==> src/design/pldf_pkg.sv <==
// ----------------------------------------------------------------------------
// pldf_pkg
// Shared widths, register codes and beat types for the point to line
// distance filter.
// ----------------------------------------------------------------------------
package pldf_pkg;

	// Coordinate and direction formats
	localparam int COORD_W       = 16;
	localparam int DIR_FRAC_BITS = 14;
	localparam int DIR_W         = DIR_FRAC_BITS + 2;

	// Limb size used to split wide products
	localparam int LIMB_W = 16;

	// Datapath widths, all exact
	localparam int D_W   = COORD_W + 1;                 // point minus anchor
	localparam int DP_W  = D_W + DIR_W;                 // one term of the dot product
	localparam int T_W   = DP_W + 2;                    // dot product, scale 2^F
	localparam int TP_W  = T_W + DIR_W;                 // t times direction
	localparam int DS_W  = D_W + 2 * DIR_FRAC_BITS;     // d scaled by 2^(2F)
	localparam int R_W   = ((TP_W > DS_W) ? TP_W : DS_W) + 1;
	localparam int SQ_W  = 2 * R_W;                     // squared residual component
	localparam int R2_W  = SQ_W + 2;                    // squared residual length
	localparam int MSQ_W = 2 * COORD_W;                 // squared max distance

	// Pipeline stages ahead of the output register
	localparam int NSTAGE = 13;

	// Configuration port
	localparam int CFG_ADDR_W = 3;
	localparam int CFG_DATA_W = (COORD_W > DIR_W) ? COORD_W : DIR_W;

	localparam logic [CFG_ADDR_W-1:0] REG_ANCHOR_X     = 3'd0;
	localparam logic [CFG_ADDR_W-1:0] REG_ANCHOR_Y     = 3'd1;
	localparam logic [CFG_ADDR_W-1:0] REG_ANCHOR_Z     = 3'd2;
	localparam logic [CFG_ADDR_W-1:0] REG_DIR_X        = 3'd3;
	localparam logic [CFG_ADDR_W-1:0] REG_DIR_Y        = 3'd4;
	localparam logic [CFG_ADDR_W-1:0] REG_DIR_Z        = 3'd5;
	localparam logic [CFG_ADDR_W-1:0] REG_MAX_DISTANCE = 3'd6;

	// Unit length in Q1.F
	localparam logic [DIR_W-1:0] DIR_ONE = DIR_W'(1) << DIR_FRAC_BITS;

	typedef struct packed {
		logic signed [COORD_W-1:0] point_x;
		logic signed [COORD_W-1:0] point_y;
		logic signed [COORD_W-1:0] point_z;
	} in_t;

	typedef struct packed {
		logic signed [COORD_W-1:0] kept_x;
		logic signed [COORD_W-1:0] kept_y;
		logic signed [COORD_W-1:0] kept_z;
	} out_t;

	typedef struct packed {
		logic signed [COORD_W-1:0] anchor_x;
		logic signed [COORD_W-1:0] anchor_y;
		logic signed [COORD_W-1:0] anchor_z;
		logic signed [DIR_W-1:0]   dir_x;
		logic signed [DIR_W-1:0]   dir_y;
		logic signed [DIR_W-1:0]   dir_z;
		logic [MSQ_W-1:0]          max_dist_sq;
	} cfg_t;

endpackage

==> src/design/pldf_mul.sv <==
// ----------------------------------------------------------------------------
// pldf_mul
// Three-stage signed multiplier. Operands are split into limbs, limb
// products are registered, then summed per row, then summed across rows.
// ----------------------------------------------------------------------------
module pldf_mul #(
	parameter int A_W = pldf_pkg::D_W,
	parameter int B_W = pldf_pkg::DIR_W
) (
	input  logic                      clk,
	input  logic [2:0]                en,
	input  logic signed [A_W-1:0]     a,
	input  logic signed [B_W-1:0]     b,
	output logic signed [A_W+B_W-1:0] p
);

	localparam int L   = pldf_pkg::LIMB_W;
	localparam int NA  = (A_W + L - 1) / L;
	localparam int NB  = (B_W + L - 1) / L;
	localparam int XA  = NA * L;
	localparam int XB  = NB * L;
	localparam int P_W = A_W + B_W;

	logic signed [XA-1:0]    ax;
	logic signed [XB-1:0]    bx;
	logic signed [L:0]       la [NA];
	logic signed [L:0]       lb [NB];
	logic signed [2*L+1:0]   pp_s1 [NA][NB];
	logic signed [P_W-1:0]   row [NA];
	logic signed [P_W-1:0]   row_s2 [NA];
	logic signed [P_W-1:0]   total;
	logic signed [P_W-1:0]   p_s3;

	assign ax = XA'(a);
	assign bx = XB'(b);

	// Cut operands into limbs; only the top limb carries the sign
	always_comb begin
		for (int i = 0; i < NA; i++) begin
			if (i == NA - 1) begin
				la[i] = {ax[XA-1], ax[i*L +: L]};
			end else begin
				la[i] = {1'b0, ax[i*L +: L]};
			end
		end
		for (int j = 0; j < NB; j++) begin
			if (j == NB - 1) begin
				lb[j] = {bx[XB-1], bx[j*L +: L]};
			end else begin
				lb[j] = {1'b0, bx[j*L +: L]};
			end
		end
	end

	// Stage 1: limb products
	always_ff @(posedge clk) begin
		if (en[0]) begin
			for (int i = 0; i < NA; i++) begin
				for (int j = 0; j < NB; j++) begin
					pp_s1[i][j] <= la[i] * lb[j];
				end
			end
		end
	end

	// Stage 2: weight and sum each row
	always_comb begin
		for (int i = 0; i < NA; i++) begin
			row[i] = '0;
			for (int j = 0; j < NB; j++) begin
				row[i] = row[i] + (P_W'(pp_s1[i][j]) <<< (j * L));
			end
		end
	end

	always_ff @(posedge clk) begin
		if (en[1]) begin
			row_s2 <= row;
		end
	end

	// Stage 3: weight and sum the rows
	always_comb begin
		total = '0;
		for (int i = 0; i < NA; i++) begin
			total = total + (row_s2[i] <<< (i * L));
		end
	end

	always_ff @(posedge clk) begin
		if (en[2]) begin
			p_s3 <= total;
		end
	end

	assign p = p_s3;

endmodule

==> config.mk <==
export PLATFORM = sky130hd
export DESIGN_NAME = pldf_mul
export DESIGN_NICKNAME = d
export VERILOG_FILES = /design/src/design/pldf_pkg.sv /design/src/design/pldf_mul.sv
export SDC_FILE = /design/constraint.sdc
export NUM_CORES = 1
export LEC_CHECK = 0
export ABC_AREA = 1
export BUFFER_PORTS_ARGS = -buffer_cell sky130_fd_sc_hd__clkbuf_2
export CORE_MARGIN = 5
export CORE_UTILIZATION = 30
export DETAILED_ROUTE_END_ITERATION = 8
export SETUP_SLACK_MARGIN = 0.1
export SYNTH_ARGS = -nofsm -noshare
export SYNTH_HDL_FRONTEND = slang
export SYNTH_SLANG_ARGS = --single-unit
export TNS_END_PERCENT = 50
==> constraint.sdc <==
create_clock -name clk -period 6.75 [get_ports clk]
set_clock_uncertainty 0.2 [all_clocks]
set_input_delay 0 -clock clk [delete_from_list [all_inputs] [get_ports clk]]
set_output_delay 0 -clock clk [all_outputs]
set_load 0.05 [all_outputs]
======== Word level (Yosys, flattened, before mapping) ========
Memory sizes are Yosys's and may differ from the RTL's. A register that Yosys moved wholly into a read port is not among the register bits.
Cells that the tools add are included.
storage, ports and cells
  output and inout bits ................... 33
  word-level logic and storage cells ...... 7
  input port bits ......................... 37
  memories ................................ 1
  RAM bits ................................ 68
  register bits after elaboration ......... 33
cells by class
  multiplexer cells ....................... 2
  $add $sub $neg .......................... 1
  $mul .................................... 2
memories
  memory  words  width  read ports  clocked after memory_dff  wr ports  line            RTL
  pp_s1   2      34     2           2                         2         pldf_mul.sv:28  logic signed [2*L+1:0] pp_s1 [NA][NB];
operators by type and width
  cell                          count
  adder 33 bit                  1
  multiplier 17 x 16 -> 33 bit  1
  multiplier 1 x 16 -> 17 bit   1
  two-way mux 1 bit             2

======== Longest topological paths before layout ========
  depth in word-level cells ............... 2
  gate-level depth with buffers ........... 25
  mapped depth without buffers ............ 23

======== Worst setup path after synthesis ========
No wires, ideal clock.
  path type ............................... input -> register
  from .................................... in b[1]
  to ...................................... mem pp_s1[0][29] (netlist bit), data pin
  setup time .............................. 0.253 ns
  arrival time ............................ 4.812 ns
  path buffers ............................ 2
  required time ........................... 6.297 ns
  stages on the path ...................... 21
  setup slack ............................. 1.485 ns
  cells stage by stage .................... clkbuf_1 > buf_1 > nand2_1 > fa_1 > fa_1 > fa_1 > fa_1 > inv_1 > fa_1 > inv_1 > fa_1 > inv_1 > ha_1 > nand2_1 > inv_1 > a21oi_1 > nand3_1 > nand2_1 > nand3_1 > nand2_1 > nand2_1
RTL lines
  element             line            RTL
  start: declaration  pldf_mul.sv:13  input logic signed [B_W-1:0] b,
  end: declaration    pldf_mul.sv:28

==> run summary <==
The minimum setup slack in the final design is 1.323 ns. Once the floorplan was initialized, standard cells occupied 30.14% of the core. The total global routing track utilization was 13.58%. The flow ran to the end, and the final reports show no timing, DRC or antenna violations. The worst path in the final design needs a cycle of 5.427 ns, including I/O delays and setup. After synthesis, the most frequently instantiated cells are 506 x sky130_fd_sc_hd__nand2_1, 489 x sky130_fd_sc_hd__inv_1, 195 x sky130_fd_sc_hd__fa_1. For the pin with the worst max-slew slack, the measured transition is 0.8219 ns. Across the whole layout, storage elements account for 3994 µm². The startpoint identified for the worst register-to-register timing path is row_s2[0]$_DFFE_PP_.

The number of flops mapped to enable cells by yosys was 133. The worst pin sits at a relative slew slack of 45.20%. The final max-slew violation count was 0. In the routed layout, each cell is associated on average with a via count of 4.303.

The filler cells instantiated in the layout total 5288. Along the worst path, the maximum fanout reaches 4. The run gives 0 as the setup-violating endpoint count in the final report.

The tools report the starting DRC count in detailed routing as 575. The tree built by TritonCTS fans out to 133 sinks. The tools report the reg2reg setup slack as 4.41 ns.

The critical path runs through a total of 21 cells. Entering global routing, the biggest net connects 51 pins. Summed over its instances, the top area cell type makes up 26.57% of the synthesized netlist area.

At the placement stage, the worst setup path has a slack of 0.9367 ns. In this run the deepest clock path goes through 2 buffers. Buffers inserted during clock tree synthesis total 17. For this block, the via count after detailed routing is 10.74k. The average instance area after synthesis is 8.463 µm², and the HPWL reported at the end of detailed placement is 29.31 mm. Clock tree synthesis selected as its root buffer the cell sky130_fd_sc_hd__clkbuf_16.

The H-tree was split into 4 levels. For the count of TritonRoute iterations in the first routing pass, the log shows 5. The number of different library cells used by synthesis comes to 31. Type of the tightest min-delay check: in -> reg. Clock-pin slew was measured on the worst setup and hold paths at 0.06 ns. In this run the count of I/O pins placed on the die edge is 70. TritonCTS built the clock tree.

The number of global-route vias before repair is 11.50k, and the number of core rows is 82. Among cell families on the critical path, the largest total delay comes from adder cells. The number of antenna violations at the first check in global routing is 1, and the cell count of the worst reg-to-reg path is 9. The logs give 0 ns for the setup TNS and 5.38 ns for the critical path arrival. For this run, the register share of the synthesized area comes to 26.57%. Setup repair after global routing left no endpoint under its margin.

The endpoint identified for the worst register-to-register timing path is p[32]$_DFFE_PP_. The tools report the critical path launch point as a[0]. The total overflow left after global routing is 0. Max-cap violations in this run came to 0. After synthesis, the share of flip-flops with an asynchronous set or reset is 0%. STA classifies the critical path endpoint as a flop. After floorplanning, the core was sized to cover 49860 µm². The largest individual stage delay along the critical path comes from the cell sky130_fd_sc_hd__dlygate4sd3_1.

After detailed routing, the number of remaining DRC violations is 0. The number of diodes added for antenna fixing came out at 0. The number of nets with antenna violations after routing was 0. The first global-routing pass estimated 59.48 mm of wire. Count of warnings emitted by yosys: 0. The number of buffer cells added on primary ports came out at 69. The most frequent cell after synthesis was sky130_fd_sc_hd__nand2_1.

The share of the core filled with cells came out at 33.25%. In this design, the stage delay of the slowest critical-path cell is 0.54 ns. The die covers 54670 µm². In this run the cell area of the synthesized design comes to 15030 µm². The multi-input combinational cells in the finished layout cover a total of 8959 µm². Summed over all instances, the cell type with the most area after synthesis is sky130_fd_sc_hd__edfxtp_1.

The later pin in the worst-skew pair is clocked with a latency of 0.41 ns. The setup path with the least slack is of type in -> reg. The die boundary width works out to 233.8 µm. The run gives 0 as the quantity of gates resized following cts. The congestion estimate from routability-driven global placement came to 0.8744. Among the stages of the critical path, the cell type that occurs most often is sky130_fd_sc_hd__fa_1. For the gate count of the mapped netlist, the log shows 1776. The count of final hold-check violations was 0; the period utilization was 80.40%.

The critical path goes through dlygate4sd3_1 > clkbuf_2 > or2_2 > fa_1 > fa_1 > inv_1 > fa_1 > fa_1 > fa_1 > inv_1 > fa_1 > inv_1 > ha_1 > nand2_1 > nor2_1 > and2_1 > nand2_1 > nand2_1 > nand2_1 > nand3_1 > nand2_1. The vertical die dimension was 233.8 µm. Following the worst setup path forward leads to its endpoint at pp_s1[0][24]$_DFFE_PP_. Synthesis produced a netlist with a net count of 2147.

The data required time of the critical path was 6.70 ns. For the quantity of hold-fixing buffers added after cts, the log shows 2. Wires add up to 35.45 mm. The category of the worst setup path launch point was a primary input.

Relative to the synthesized area, the layout overhead comes to 10.30%. After detailed routing, the average wire length per cell comes to 14.21 µm. The layout cell share with drive strength beyond 1 was 6.583%.

The logs give 2181 for the final net count and 0 for the buffer count from post-CTS setup fixing. By area the synthesized netlist is led by sky130_fd_sc_hd__edfxtp_1 27%, sky130_fd_sc_hd__fa_1 26%, sky130_fd_sc_hd__nand2_1 13%, sky130_fd_sc_hd__inv_1 12%, sky130_fd_sc_hd__ha_1 12%. For this run, the top clock speed supported by timing is 0.1843 GHz. The main flop type after synthesis is sky130_fd_sc_hd__edfxtp_1. The number of flip-flops and latches in the synthesized netlist is 133, and the buffers plus inverters on the worst setup path is 5.
[stage by stage]
step,hold WS [ns],cells,cell area (µm²)
4_1_cts,0.005574,2495,16580
5_1_grt,0.02960,2495,16580
6_report,0.007018,2495,16580
3_3_place_gp,0.2046,2461,16000
2_1_floorplan,-0.08750,1776,15030
3_5_place_dp,0.2045,2461,16000
[cell type report]
type,instances,area share (%)
clock buffer,19,2.612
tap,672,5.072
timing repair buffer,74,2.340
multi-input combinational,1094,54.04
inverter,490,11.10
clock inverter,13,0.7472
sequential,133,24.09
[state kept, by name, indices dropped and copies added (netlist names)]
register,cells
row,1
row_s2,49
p,33
pp_s1,50
[cells in the final DEF (no fill, tap or decap), types with 7 or more instances in the layout]
| cell type | n |
|---|---|
| sky130_fd_sc_hd__nor3_1 | 14 |
| sky130_fd_sc_hd__clkbuf_2 | 69 |
| sky130_fd_sc_hd__ha_1 | 139 |
| sky130_fd_sc_hd__fa_1 | 195 |
| sky130_fd_sc_hd__or2_2 | 7 |
| sky130_fd_sc_hd__nor2_1 | 75 |
| sky130_fd_sc_hd__a21oi_1 | 33 |
| sky130_fd_sc_hd__edfxtp_1 | 133 |
| sky130_fd_sc_hd__inv_1 | 489 |
| sky130_fd_sc_hd__nand3_1 | 53 |
| sky130_fd_sc_hd__xor2_1 | 34 |
| sky130_fd_sc_hd__clkbuf_16 | 17 |
| sky130_fd_sc_hd__nand2_1 | 506 |
[cell families after synthesis]
kind of cell	count (synthesis)	share of synthesized area [%]
xor+xnor	40	2.331
flops	133	26.57
simple gates	674	18.05
compound gates	46	1.682
buf+inv	549	13.82
fa+ha+maj	334	37.55
[worst min path at each step]
stage / startpoint / end / slack, ns / cells past startpoint
final: en[1] / row_s2[15]$_DFFE_PP_ / 0.007 / 2
after global routing: en[1] / row_s2[65]$_DFFE_PP_ / 0.03 / 2
after CTS: en[1] / row_s2[15]$_DFFE_PP_ / 0.006 / 2
after detailed placement: pp_s1[0][4]$_DFFE_PP_ / row_s2[37]$_DFFE_PP_ / 0.20 / 0
after global placement: pp_s1[0][24]$_DFFE_PP_ / row_s2[57]$_DFFE_PP_ / 0.20 / 0
after floorplan: en[2] / p[0]$_DFFE_PP_ / -0.09 / 0
[per-layer routing]
layer	GRT usage, %	wire, µm	vias to the layer above
li1	-	-	5291
met1	18.64	16700	5198
met2	23.06	16680	216
met3	2.107	1732	28
met4	2.496	328	2
met5	0	4	-
Power is not shown: default switching activity piles up to over one toggle a cycle in this logic, so the estimate is an artifact.
