**config.mk**
```make
export PLATFORM = sky130hd
export DESIGN_NAME = pldf_cfg
export DESIGN_NICKNAME = d
export VERILOG_FILES = /design/src/design/pldf_pkg.sv /design/src/design/pldf_cfg.sv
export SDC_FILE = /design/constraint.sdc
export NUM_CORES = 1
export LEC_CHECK = 0
export BUFFER_PORTS_ARGS = -buffer_cell sky130_fd_sc_hd__buf_4
export CORE_UTILIZATION = 55
export DETAILED_ROUTE_END_ITERATION = 10
export PLACE_DENSITY = 0.76
export REMOVE_ABC_BUFFERS = 1
export SYNTH_ARGS = -nofsm -noshare
export SYNTH_HDL_FRONTEND = slang
export SYNTH_SLANG_ARGS = --single-unit
```
**constraint.sdc**
```tcl
create_clock -name clk -period 6.8 [get_ports clk]
set_input_delay 0.68 -clock clk [delete_from_list [all_inputs] [get_ports clk]]
set_output_delay 0.68 -clock clk [all_outputs]
set_load 0.005 [all_outputs]
```
**src/design/pldf_pkg.sv**
```systemverilog
// ----------------------------------------------------------------------------
// pldf_pkg
// Shared widths, register codes and beat types for the point to line
// distance filter.
// ----------------------------------------------------------------------------
package pldf_pkg;

	// Coordinate and direction formats
	localparam int COORD_W       = 16;
	localparam int DIR_FRAC_BITS = 14;
	localparam int DIR_W         = DIR_FRAC_BITS + 2;

	// Limb size used to split wide products
	localparam int LIMB_W = 16;

	// Datapath widths, all exact
	localparam int D_W   = COORD_W + 1;                 // point minus anchor
	localparam int DP_W  = D_W + DIR_W;                 // one term of the dot product
	localparam int T_W   = DP_W + 2;                    // dot product, scale 2^F
	localparam int TP_W  = T_W + DIR_W;                 // t times direction
	localparam int DS_W  = D_W + 2 * DIR_FRAC_BITS;     // d scaled by 2^(2F)
	localparam int R_W   = ((TP_W > DS_W) ? TP_W : DS_W) + 1;
	localparam int SQ_W  = 2 * R_W;                     // squared residual component
	localparam int R2_W  = SQ_W + 2;                    // squared residual length
	localparam int MSQ_W = 2 * COORD_W;                 // squared max distance

	// Pipeline stages ahead of the output register
	localparam int NSTAGE = 13;

	// Configuration port
	localparam int CFG_ADDR_W = 3;
	localparam int CFG_DATA_W = (COORD_W > DIR_W) ? COORD_W : DIR_W;

	localparam logic [CFG_ADDR_W-1:0] REG_ANCHOR_X     = 3'd0;
	localparam logic [CFG_ADDR_W-1:0] REG_ANCHOR_Y     = 3'd1;
	localparam logic [CFG_ADDR_W-1:0] REG_ANCHOR_Z     = 3'd2;
	localparam logic [CFG_ADDR_W-1:0] REG_DIR_X        = 3'd3;
	localparam logic [CFG_ADDR_W-1:0] REG_DIR_Y        = 3'd4;
	localparam logic [CFG_ADDR_W-1:0] REG_DIR_Z        = 3'd5;
	localparam logic [CFG_ADDR_W-1:0] REG_MAX_DISTANCE = 3'd6;

	// Unit length in Q1.F
	localparam logic [DIR_W-1:0] DIR_ONE = DIR_W'(1) << DIR_FRAC_BITS;

	typedef struct packed {
		logic signed [COORD_W-1:0] point_x;
		logic signed [COORD_W-1:0] point_y;
		logic signed [COORD_W-1:0] point_z;
	} in_t;

	typedef struct packed {
		logic signed [COORD_W-1:0] kept_x;
		logic signed [COORD_W-1:0] kept_y;
		logic signed [COORD_W-1:0] kept_z;
	} out_t;

	typedef struct packed {
		logic signed [COORD_W-1:0] anchor_x;
		logic signed [COORD_W-1:0] anchor_y;
		logic signed [COORD_W-1:0] anchor_z;
		logic signed [DIR_W-1:0]   dir_x;
		logic signed [DIR_W-1:0]   dir_y;
		logic signed [DIR_W-1:0]   dir_z;
		logic [MSQ_W-1:0]          max_dist_sq;
	} cfg_t;

endpackage

```
**src/design/pldf_cfg.sv**
```systemverilog
// ----------------------------------------------------------------------------
// pldf_cfg
// Configuration registers of the filter: line anchor, line direction and
// distance limit, plus the registered square of the limit.
// ----------------------------------------------------------------------------
module pldf_cfg (
	input  logic                                clk,
	input  logic                                arst_n,
	input  logic                                wr_en,
	input  logic [pldf_pkg::CFG_ADDR_W-1:0]     addr,
	input  logic [pldf_pkg::CFG_DATA_W-1:0]     wdata,
	output pldf_pkg::cfg_t                      cfg
);

	logic signed [pldf_pkg::COORD_W-1:0] anchor_x_q;
	logic signed [pldf_pkg::COORD_W-1:0] anchor_y_q;
	logic signed [pldf_pkg::COORD_W-1:0] anchor_z_q;
	logic signed [pldf_pkg::DIR_W-1:0]   dir_x_q;
	logic signed [pldf_pkg::DIR_W-1:0]   dir_y_q;
	logic signed [pldf_pkg::DIR_W-1:0]   dir_z_q;
	logic [pldf_pkg::COORD_W-1:0]        max_distance_q;
	logic [pldf_pkg::MSQ_W-1:0]          max_dist_sq_q;

	// Decode writes; keep only the low bits of the write data for each register
	always_ff @(posedge clk or negedge arst_n) begin
		if (!arst_n) begin
			anchor_x_q     <= '0;
			anchor_y_q     <= '0;
			anchor_z_q     <= '0;
			dir_x_q        <= pldf_pkg::DIR_ONE;
			dir_y_q        <= '0;
			dir_z_q        <= '0;
			max_distance_q <= '0;
		end else if (wr_en) begin
			unique case (addr)
				pldf_pkg::REG_ANCHOR_X:     anchor_x_q     <= wdata[pldf_pkg::COORD_W-1:0];
				pldf_pkg::REG_ANCHOR_Y:     anchor_y_q     <= wdata[pldf_pkg::COORD_W-1:0];
				pldf_pkg::REG_ANCHOR_Z:     anchor_z_q     <= wdata[pldf_pkg::COORD_W-1:0];
				pldf_pkg::REG_DIR_X:        dir_x_q        <= wdata[pldf_pkg::DIR_W-1:0];
				pldf_pkg::REG_DIR_Y:        dir_y_q        <= wdata[pldf_pkg::DIR_W-1:0];
				pldf_pkg::REG_DIR_Z:        dir_z_q        <= wdata[pldf_pkg::DIR_W-1:0];
				pldf_pkg::REG_MAX_DISTANCE: max_distance_q <= wdata[pldf_pkg::COORD_W-1:0];
				default: begin
					// unknown index: drop the write
				end
			endcase
		end
	end

	// Square the limit in its own register, off the item path
	always_ff @(posedge clk or negedge arst_n) begin
		if (!arst_n) begin
			max_dist_sq_q <= '0;
		end else begin
			max_dist_sq_q <= pldf_pkg::MSQ_W'(max_distance_q)
				* pldf_pkg::MSQ_W'(max_distance_q);
		end
	end

	assign cfg.anchor_x    = anchor_x_q;
	assign cfg.anchor_y    = anchor_y_q;
	assign cfg.anchor_z    = anchor_z_q;
	assign cfg.dir_x       = dir_x_q;
	assign cfg.dir_y       = dir_y_q;
	assign cfg.dir_z       = dir_z_q;
	assign cfg.max_dist_sq = max_dist_sq_q;

endmodule

```
# [Word-level counts from Yosys, hierarchy flattened]
# Index checks and enable logic that the tools add are counted.
[totals] regBits=144 latchBits=0 ram_bits=0 mem_bits_ro=0 in_bits=22 output_inout_bits=128 word_cells=23 mem_count=0
[classes] add_sub_neg=0 mul=1 n_div=0 magnitude_cmp=0 eq_ne=6 n_shift=0 mux=0 bitwise_logic=0 n_reduce_logical=8
[op_table] op="$mul 16x16->32" n=1
[op_table] op="$reduce_and 2->1" n=7
[op_table] op="$eq 3x3->1 const B" n=3
[op_table] op="$eq 3x2->1 const B" n=2
[op_table] op="$eq 3x1->1 const B" n=1
[op_table] op="$logic_not 3->1" n=1

# [Logic depth before layout (Yosys ltp)]
# Gate-level depths: netlist (run 1).
[depth] depth_word=2 mapped_depth=24 ltp_nobuf=21

# [Least setup slack after synthesis (run 1)]
# Ideal clock, no wire load.
[synth_timing] path_kind="register to register" startpoint="register max_distance_q[14] in the netlist's numbering" endpoint="register max_dist_sq_q[30] in the netlist's numbering" setup_ps=141 arrival_ps=5445 required_ps=6659 slack_ps=1215 path_stages_with_launch=20 n_path_buf=2 synth_period_minus_slack_ps=5585 cell_sequence="dfrtp_1 > clkbuf_1 > clkbuf_1 > nand2_1 > fa_1 > inv_1 > fa_1 > fa_1 > fa_1 > fa_1 > inv_1 > fa_1 > inv_1 > ha_1 > a21oi_1 > o21bai_1 > or4_1 > nor4_1 > o41ai_1 > xor2_1"
[synth_via] elab_chain_cells=1
[synth_rtl] item="from (decl)" line="pldf_cfg.sv:21" source="logic [pldf_pkg::COORD_W-1:0] max_distance_q;"
[synth_rtl] item="from (signal assigned)" line="pldf_cfg.sv:42" source="pldf_pkg::REG_MAX_DISTANCE: max_distance_q <= wdata[pldf_pkg::COORD_W-1:0];"
[synth_rtl] item="$mul 16x16->32" line="pldf_cfg.sv:56" source="* pldf_pkg::MSQ_W'(max_distance_q);"
[synth_rtl] item="to (signal assigned)" line="pldf_cfg.sv:55" source="max_dist_sq_q <= pldf_pkg::MSQ_W'(max_distance_q)"
[synth_rtl] item="to (decl)" line="pldf_cfg.sv:22" source="logic [pldf_pkg::MSQ_W-1:0] max_dist_sq_q;"
# No other way between the ends.
# A chain may end at the register's enable or synchronous reset.

# [Worst setup path after layout (run 1)]
[layout_timing] startpoint="register max_distance_q[12] in the netlist's numbering" endpoint="register max_dist_sq_q[26] in the netlist's numbering"
# The elaborated chain is that of the path after synthesis.

==> results.ini, run 1 <==
[global_routing]
grt_max_degree=77
grt_use_total_pct=25.0
grt_pass1_wl_mm=45.7
overflow=0
antenna_found_initial=0
grt_pass1_vias=9013

[sta]
setup_viol_count_final=0
hold_violations=0
min_period_ns=6.18
slew_headroom_pct=24.6
drv_slew=0
finalCritPeriodShare_pct=90.9
fmax_mhz=162
finalClockSkew_ns=0.00815
tightest_slew_ns=1.13
fin_tns_setup_ns=0
rsz0062_at_grt=no

[clock_tree]
cts_buffers=17
cts_resized=0
cts.sinks=143
root_buffer=clkbuf_16
ctsHoldBuffers=0
cts_setup_buffers=0
path_clk_slew_ns=0.07
cts_buffer_depth=2
htree_levels=4
cts_tree=yes
worstSkewPairLatency_ns=0.43

[routing]
via_per_inst=5.38
ant_nets=0
drt_wl_total_mm=27.7
drc_errors=0
dr.pass1.iters=7
vias=8517
avgRoutedWirePerCell_um=17.5
drtIter0Drc=407

[floorplanning]
ioPinCount=150
initial_core_util_pct=56.6
die_y_um=153
rows=54
die-area_um2=23300
die_width_um=153
fp.coreArea_um2=22000

[layout]
diodes=0
stdcell_area_um2=14500
drive_gt1_share_pct=24.0
syn2layout_area_growth_pct=16.0
layout.nets=1576
final_common_cell=inv_1
mostFrequentLayoutCells=inv_1 (251), fa_1 (162), buf_4 (152), dfrtp_1 (142), mux2_2 (113)
fillers=1697

[setup_path]
required_ns=7.11
crit_fanout=12
worstSetupEndpointType=flop
worstSetupPathType=flop to flop
critical_path.startpoint_type=flop
rr_startpoint=max_distance_q[12]$_DFFE_PN0P_
r2r_slack_ns=0.62
arrival_ns=6.49
startpoint=max_distance_q[12]$_DFFE_PN0P_

[synth]
yosys_warnings=0
ys_seq_area_share_pct=28.7
yosys.cell_types.count=55
ys.flop_type=dfrtp_1
netlist_area_um2=12500
synth_area_leaders=dfrtp_1 (29%), fa_1 (26%), ha_1 (10%), mux2_2 (10%), inv_1 (7.6%)
synth_seq_cells=143
synth-edff-count=0
async_reset_ff_share_pct=100
syn_inst=1155
synth_top_area_cell=dfrtp_1
avgSynthCellArea_um2=10.8
yosysTopAreaCellShare_pct=28.5

[placement]
postPlaceCellArea_um2=13800
dp_hpwl_mm=21.8
portBuffers=148
gp_congestion=0.894

[worst_hold_path]
hp-class=input port to asynchronous set/reset pin

[flow_run]
drv_cap=0

[run_status]
status=completed

[area by class of cell]
class	instances	area [um2]	area share, %
inverters	251	942	6.52
multi-input cells	724	7790	53.9
flip-flops and latches	143	3580	24.8
clock buffers	17	425	2.94
repair buffers	153	1150	7.97
well taps	280	350	2.42
clock inverters	15	211	1.46
[layer usage]
metal	global-route usage [%]	wire length (um)	vias to the layer above
li1	-	-	3881
met1	32.8	11500	4367
met2	42.6	14400	224
met3	4.29	1320	45
met4	8.03	511	0
met5	0	0	-
[worst max-delay path, stage by stage (launching register included)]
cell and delay (ns):
dfrtp_1 0.62, inv_1 0.31, nor2_1 0.27, ha_1 0.29, xor2_1 0.19, fa_1 0.54, inv_1 0.06, fa_1 0.48
fa_1 0.50, fa_1 0.49, inv_1 0.05, fa_1 0.47, inv_1 0.04, ha_1 0.33, a21oi_1 0.25, o21ai_0 0.12
a31oi_1 0.33, nand4b_1 0.31, o311ai_0 0.40
[cells by family after synthesis]
family | share of synthesized area, %
AO/OA/AOI/OAI | 5.11
flip-flops | 28.7
other | 0.0301
XOR/XNOR | 2.39
adder cells (fa/ha/maj) | 36.3
AND/OR/NAND/NOR | 8.41
buffers and inverters | 8.78
multiplexers | 10.3
[Yosys cell counts (4+ instances only)]
cell and number:
ha_1 102, nor2b_1 4, o21a_1 7, and2_1 37
dfrtp_1 142, clkbuf_1 29, xor2_1 12, nand4b_1 4
inv_1 251, nand2b_1 6, nand2_1 95, nand4_1 6
buf_2 7, fa_1 162, a21o_1 8, mux2_2 113
and3_1 5, nand3_1 4, nor3_1 6, o21ai_0 9
nor2_1 36, a21oi_1 37, xnor2_1 22
[worst paths after layout]
path / to / cells past startpoint
max in group asynchronous: anchor_x_q[4]$_DFFE_PN0P_ / 2
max reg2reg: max_dist_sq_q[26]$_DFF_PN0_ / 18
min: max_dist_sq_q[29]$_DFF_PN0_ / 1
min in group clk: dir_x_q[15]$_DFFE_PN0P_ / 1
max: max_dist_sq_q[26]$_DFF_PN0_ / 18
min reg2reg: dir_x_q[15]$_DFFE_PN0P_ / 1
[per-stage QoR]
step           hold slack (ns)  std cells  util [%]  worst slack [ns]
4_1_cts                  0.266       1583      65.6             0.651
6_report                 0.239       1583      65.6             0.621
3_3_place_gp             0.490       1551      62.7             0.737
2_1_floorplan            0.384       1118         -              1.29
3_5_place_dp             0.495       1551      62.7             0.655
5_1_grt                  0.292       1583      65.6             0.199
[flip-flops by register name, summed over array words and instances (netlist names)]
name / count
anchor_y_q: 16
max_distance_q: 16
dir_z_q: 16
dir_x_q: 16
max_dist_sq_q: 31
anchor_x_q: 16
anchor_z_q: 16
dir_y_q: 16
Power of run 1 is left out: the tool's default activity adds up to more than one toggle a clock period on the data nets, which glitch-free logic cannot reach.
==> run 2: changes to the inputs <==
--- a/config.mk
+++ b/config.mk
@@ -5,7 +5,9 @@
 export SDC_FILE = /design/constraint.sdc
 export NUM_CORES = 1
 export LEC_CHECK = 0
+export ABC_CLOCK_PERIOD_IN_PS = 6800
 export BUFFER_PORTS_ARGS = -buffer_cell sky130_fd_sc_hd__buf_4
+export CORE_MARGIN = 2
 export CORE_UTILIZATION = 55
 export DETAILED_ROUTE_END_ITERATION = 10
 export PLACE_DENSITY = 0.76
==> run 2 against run 1 <==
Clock skew increased by 0.0027 ns. Non-clock buffer count increased by 2. Sequential cell count unchanged. Sequential share of layout area about the same. Critical path depth increased by 1. Largest cell class unchanged.
==> results.ini, run 2 (synthesis gave the netlist of run 1 again) <==
[clock_tree]
cts_buffers=17
cts_setup_buffers=0
worstSkewPairLatency_ns=0.43
root_buffer=clkbuf_16
cts_buffer_depth=2
cts_tree=yes
cts_resized=0
cts.sinks=143
htree_levels=4
ctsHoldBuffers=0
path_clk_slew_ns=0.08

[sta]
fin_tns_setup_ns=0
fmax_mhz=161
drv_slew=0
finalClockSkew_ns=0.0108
setup_viol_count_final=0
hold_violations=0
slew_headroom_pct=28.0
min_period_ns=6.22
tightest_slew_ns=1.07
rsz0062_at_grt=no
finalCritPeriodShare_pct=91.4

[global_routing]
grt_use_total_pct=24.7
grt_pass1_vias=9061
overflow=0
antenna_found_initial=0
grt_pass1_wl_mm=46.2
grt_max_degree=82

[setup_path]
worstRegToRegCells=19
required_ns=7.10
critical_path.startpoint_type=flop
r2r_end=max_dist_sq_q[30]$_DFF_PN0_
crit_fanout=12
r2r_slack_ns=0.58
worstSetupEndpointType=flop
arrival_ns=6.51
rr_startpoint=max_distance_q[12]$_DFFE_PN0P_
worstSetupPathType=flop to flop

[routing]
avgRoutedWirePerCell_um=17.7
drt_wl_total_mm=28.1
via_per_inst=5.40
vias=8584
ant_nets=0
met3_length_mm=1.30
routed.top_layer=met4
m1WireLength_mm=11.0
drc_errors=0
drtIter0Drc=425
dr.pass1.iters=6
met2_length_mm=15.2

[layout]
final_common_cell=inv_1
syn2layout_area_growth_pct=16.0
diodes=0
mostFrequentLayoutCells=inv_1 (251), fa_1 (162), buf_4 (154), dfrtp_1 (142), mux2_2 (113)
largest_register=max_dist_sq_q
fin_cells=1590
largest_register_ffs=31
layout.nets=1578
fillers=1729
stdcell_area_um2=14500
drive_gt1_share_pct=24.1

[floorplanning]
initial_core_util_pct=55.5
die-area_um2=23900
ioPinCount=150
fp.coreArea_um2=22400
die_y_um=155
rows=55
die_width_um=155

[flow_run]
drv_cap=0

[worst_hold_path]
hp-class=input port to asynchronous set/reset pin

[placement]
dp_hpwl_mm=21.9
portBuffers=148
postPlaceCellArea_um2=13800
gp_congestion=0.907
numPlacedInstances=1558

[run_status]
status=completed

-- run 2: cell types whose count changed in the layout (fill, tap and decap cells not counted), sizes merged --
cell	before	now
clkinv	11	7
buf	153	155
clkinvlp	0	2
inv	255	257
-- run 2: area by class of cell --
type / instances / area, um2 / share of cell area, %
clock buffer: 17 / 425 / 2.94
clock inverter: 15 / 194 / 1.34
inverter: 251 / 942 / 6.52
multi-input combinational: 724 / 7790 / 53.9
sequential: 143 / 3580 / 24.8
tap: 285 / 357 / 2.47
timing repair buffer: 155 / 1170 / 8.08
-- run 2: how the worst max path moves through the flow --
stage	startpoint	endpoint	slack, ns	depth (start not counted)
2_1_floorplan	max_distance_q[9]$_DFFE_PN0P_	max_dist_sq_q[21]$_DFF_PN0_	1.29	20
3_3_place_gp	max_distance_q[12]$_DFFE_PN0P_	max_dist_sq_q[28]$_DFF_PN0_	0.88	19
3_5_place_dp	max_distance_q[12]$_DFFE_PN0P_	max_dist_sq_q[30]$_DFF_PN0_	0.61	19
4_1_cts	max_distance_q[12]$_DFFE_PN0P_	max_dist_sq_q[30]$_DFF_PN0_	0.58	19
5_1_grt	max_distance_q[12]$_DFFE_PN0P_	max_dist_sq_q[26]$_DFF_PN0_	0.21	18
6_report	max_distance_q[12]$_DFFE_PN0P_	max_dist_sq_q[30]$_DFF_PN0_	0.58	19
-- run 2: worst max-delay path, cell delays in order (launching register included) --
cell and delay [ns]:
dfrtp_1 0.63, inv_1 0.29, nor2_1 0.28, ha_1 0.31
xor2_1 0.19, fa_1 0.54, inv_1 0.05, fa_1 0.49
fa_1 0.51, fa_1 0.49, inv_1 0.05, fa_1 0.47
inv_1 0.04, ha_1 0.33, a21oi_1 0.26, o21ai_2 0.15
or4_1 0.43, nor4_1 0.28, o41ai_1 0.16, xor2_1 0.15
-- run 2: stage by stage --
stage | hold WS (ns) | utilization [%] | setup slack, ns
global placement | 0.490 | 61.7 | 0.878
detailed placement | 0.495 | 61.7 | 0.607
floorplan | 0.384 | - | 1.29
global route | 0.268 | 64.4 | 0.213
CTS | 0.253 | 64.4 | 0.582
finish | 0.201 | 64.4 | 0.583
-- run 2: metal layers --
metal | vias to the layer above | track usage [%]
li1 | 3895 | -
met1 | 4415 | 31.8
met2 | 230 | 43.2
met3 | 44 | 4.03
met4 | 0 | 7.54
met5 | - | 0
Power of run 2 is left out for the same reason.
==> run 3: changes to the inputs <==
--- a/config.mk
+++ b/config.mk
@@ -8,9 +8,8 @@
 export ABC_CLOCK_PERIOD_IN_PS = 6800
 export BUFFER_PORTS_ARGS = -buffer_cell sky130_fd_sc_hd__buf_4
 export CORE_MARGIN = 2
-export CORE_UTILIZATION = 55
+export CORE_UTILIZATION = 45
 export DETAILED_ROUTE_END_ITERATION = 10
-export PLACE_DENSITY = 0.76
 export REMOVE_ABC_BUFFERS = 1
 export SYNTH_ARGS = -nofsm -noshare
 export SYNTH_HDL_FRONTEND = slang
==> run 3 against run 2 <==
First-iteration DRC count grew 6.6%. Worst hold slack better by 0.035 ns. Final cell count increased by 5.3%. Cell area is 0.87% higher. Core utilization shrank 11 points. Fmax fell by 0.42%. Highest routed layer unchanged.
==> results.ini, run 3 (synthesis gave the netlist of run 1 again) <==
[sta]
setup_viol_count_final=0
fin_tns_setup_ns=0
slew_headroom_pct=21.3
min_period_ns=6.24
rsz0062_at_grt=no
hold_violations=0
fmax_mhz=160
drv_slew=0
finalCritPeriodShare_pct=91.8
finalClockSkew_ns=0.00860
tightest_slew_ns=1.17

[routing]
ant_nets=0
via_per_inst=5.02
drc_errors=0
dr.pass1.iters=5
avgRoutedWirePerCell_um=16.9
drtIter0Drc=453
drt_wl_total_mm=28.4
vias=8401

[clock_tree]
worstSkewPairLatency_ns=0.43
cts_setup_buffers=0
cts_buffer_depth=2
root_buffer=clkbuf_16
cts.sinks=143
cts_tree=yes
htree_levels=4
ctsHoldBuffers=0
cts_buffers=17
cts_resized=0
path_clk_slew_ns=0.07

[layout]
syn2layout_area_growth_pct=17.0
layout.nets=1576
largest_register=max_dist_sq_q
mostFrequentLayoutCells=inv_1 (251), fa_1 (162), buf_4 (152), dfrtp_1 (142), mux2_2 (113)
drive_gt1_share_pct=24.0
diodes=0
largest_register_ffs=31
final_common_cell=inv_1
fillers=2448

[floorplanning]
rows=60
die-area_um2=29000
die_y_um=170
ioPinCount=150
initial_core_util_pct=46.0
die_width_um=170
fp.coreArea_um2=27100

[placement]
dp_hpwl_mm=22.5
portBuffers=148
gp_congestion=0.841

[global_routing]
grt_max_degree=79
grt_pass1_wl_mm=45.9
overflow=0
antenna_found_initial=0
grt_pass1_vias=8660
grt_use_total_pct=20.4

[worst_hold_path]
hp-class=input port to asynchronous set/reset pin

[setup_path]
rr_startpoint=max_distance_q[12]$_DFFE_PN0P_
worstRegToRegCells=19
worstSetupPathType=flop to flop
required_ns=7.15
worstSetupEndpointType=flop
r2r_slack_ns=0.56
startpoint=max_distance_q[12]$_DFFE_PN0P_
arrival_ns=6.59
crit_fanout=12
critical_path.startpoint_type=flop

[run_status]
status=completed

[flow_run]
drv_cap=0

run 3: changes by cell type in the layout (fill, tap and decap cells not counted), sizes merged:
| cell | previous run | this run |
|---|---|---|
| buf | 155 | 153 |
| clkinvlp | 2 | 0 |
| clkinv | 7 | 9 |
run 3: worst paths after layout:
kind | to
setup / recovery | max_dist_sq_q[28]$_DFF_PN0_
hold / removal | max_dist_sq_q[29]$_DFF_PN0_
setup reg to reg | max_dist_sq_q[28]$_DFF_PN0_
hold reg to reg | dir_z_q[12]$_DFFE_PN0P_
max in group asynchronous | anchor_z_q[12]$_DFFE_PN0P_
min in group clk | dir_z_q[12]$_DFFE_PN0P_
run 3: layer usage:
layer	share of wire [%]	track usage [%]	vias to the layer above
met2	51	33.2	160
met3	4.0	3.44	31
met5	0	0	-
li1	-	-	3887
met4	1.5	5.46	0
met1	43	28.4	4323
run 3: critical path, stage by stage (launching register included):
cell and delay [ns]:
dfrtp_1 0.64, inv_1 0.31, nor2_1 0.28, ha_1 0.29, xor2_1 0.19, fa_1 0.54
inv_1 0.05, fa_1 0.48, fa_1 0.50, fa_1 0.50, inv_1 0.05, fa_1 0.47
inv_1 0.04, ha_1 0.34, a21oi_1 0.26, o21ai_0 0.12, a31oi_1 0.33, nand4b_1 0.30
and4_1 0.28, nor3_1 0.17
run 3: per-stage QoR:
stage	instance area, um2	setup WS [ns]	hold slack, ns	utilization, %	instances
floorplan	12300	1.29	0.384	-	1118
global placement	13900	0.756	0.490	51.5	1643
detailed placement	13900	0.566	0.495	51.5	1643
CTS	14600	0.561	0.248	53.8	1675
global route	14600	0.179	0.281	53.8	1675
finish	14600	0.557	0.236	53.8	1675
run 3: cell type report:
type | instances | area (um2) | share of cell area, %
Multi-Input combinational cell | 724 | 7810 | 53.6
Sequential cell | 143 | 3580 | 24.6
Timing Repair Buffer | 153 | 1150 | 7.90
Inverter | 251 | 942 | 6.46
Tap cell | 372 | 465 | 3.19
Clock buffer | 17 | 425 | 2.92
Clock inverter | 15 | 206 | 1.42
Power of run 3 is left out for the same reason.
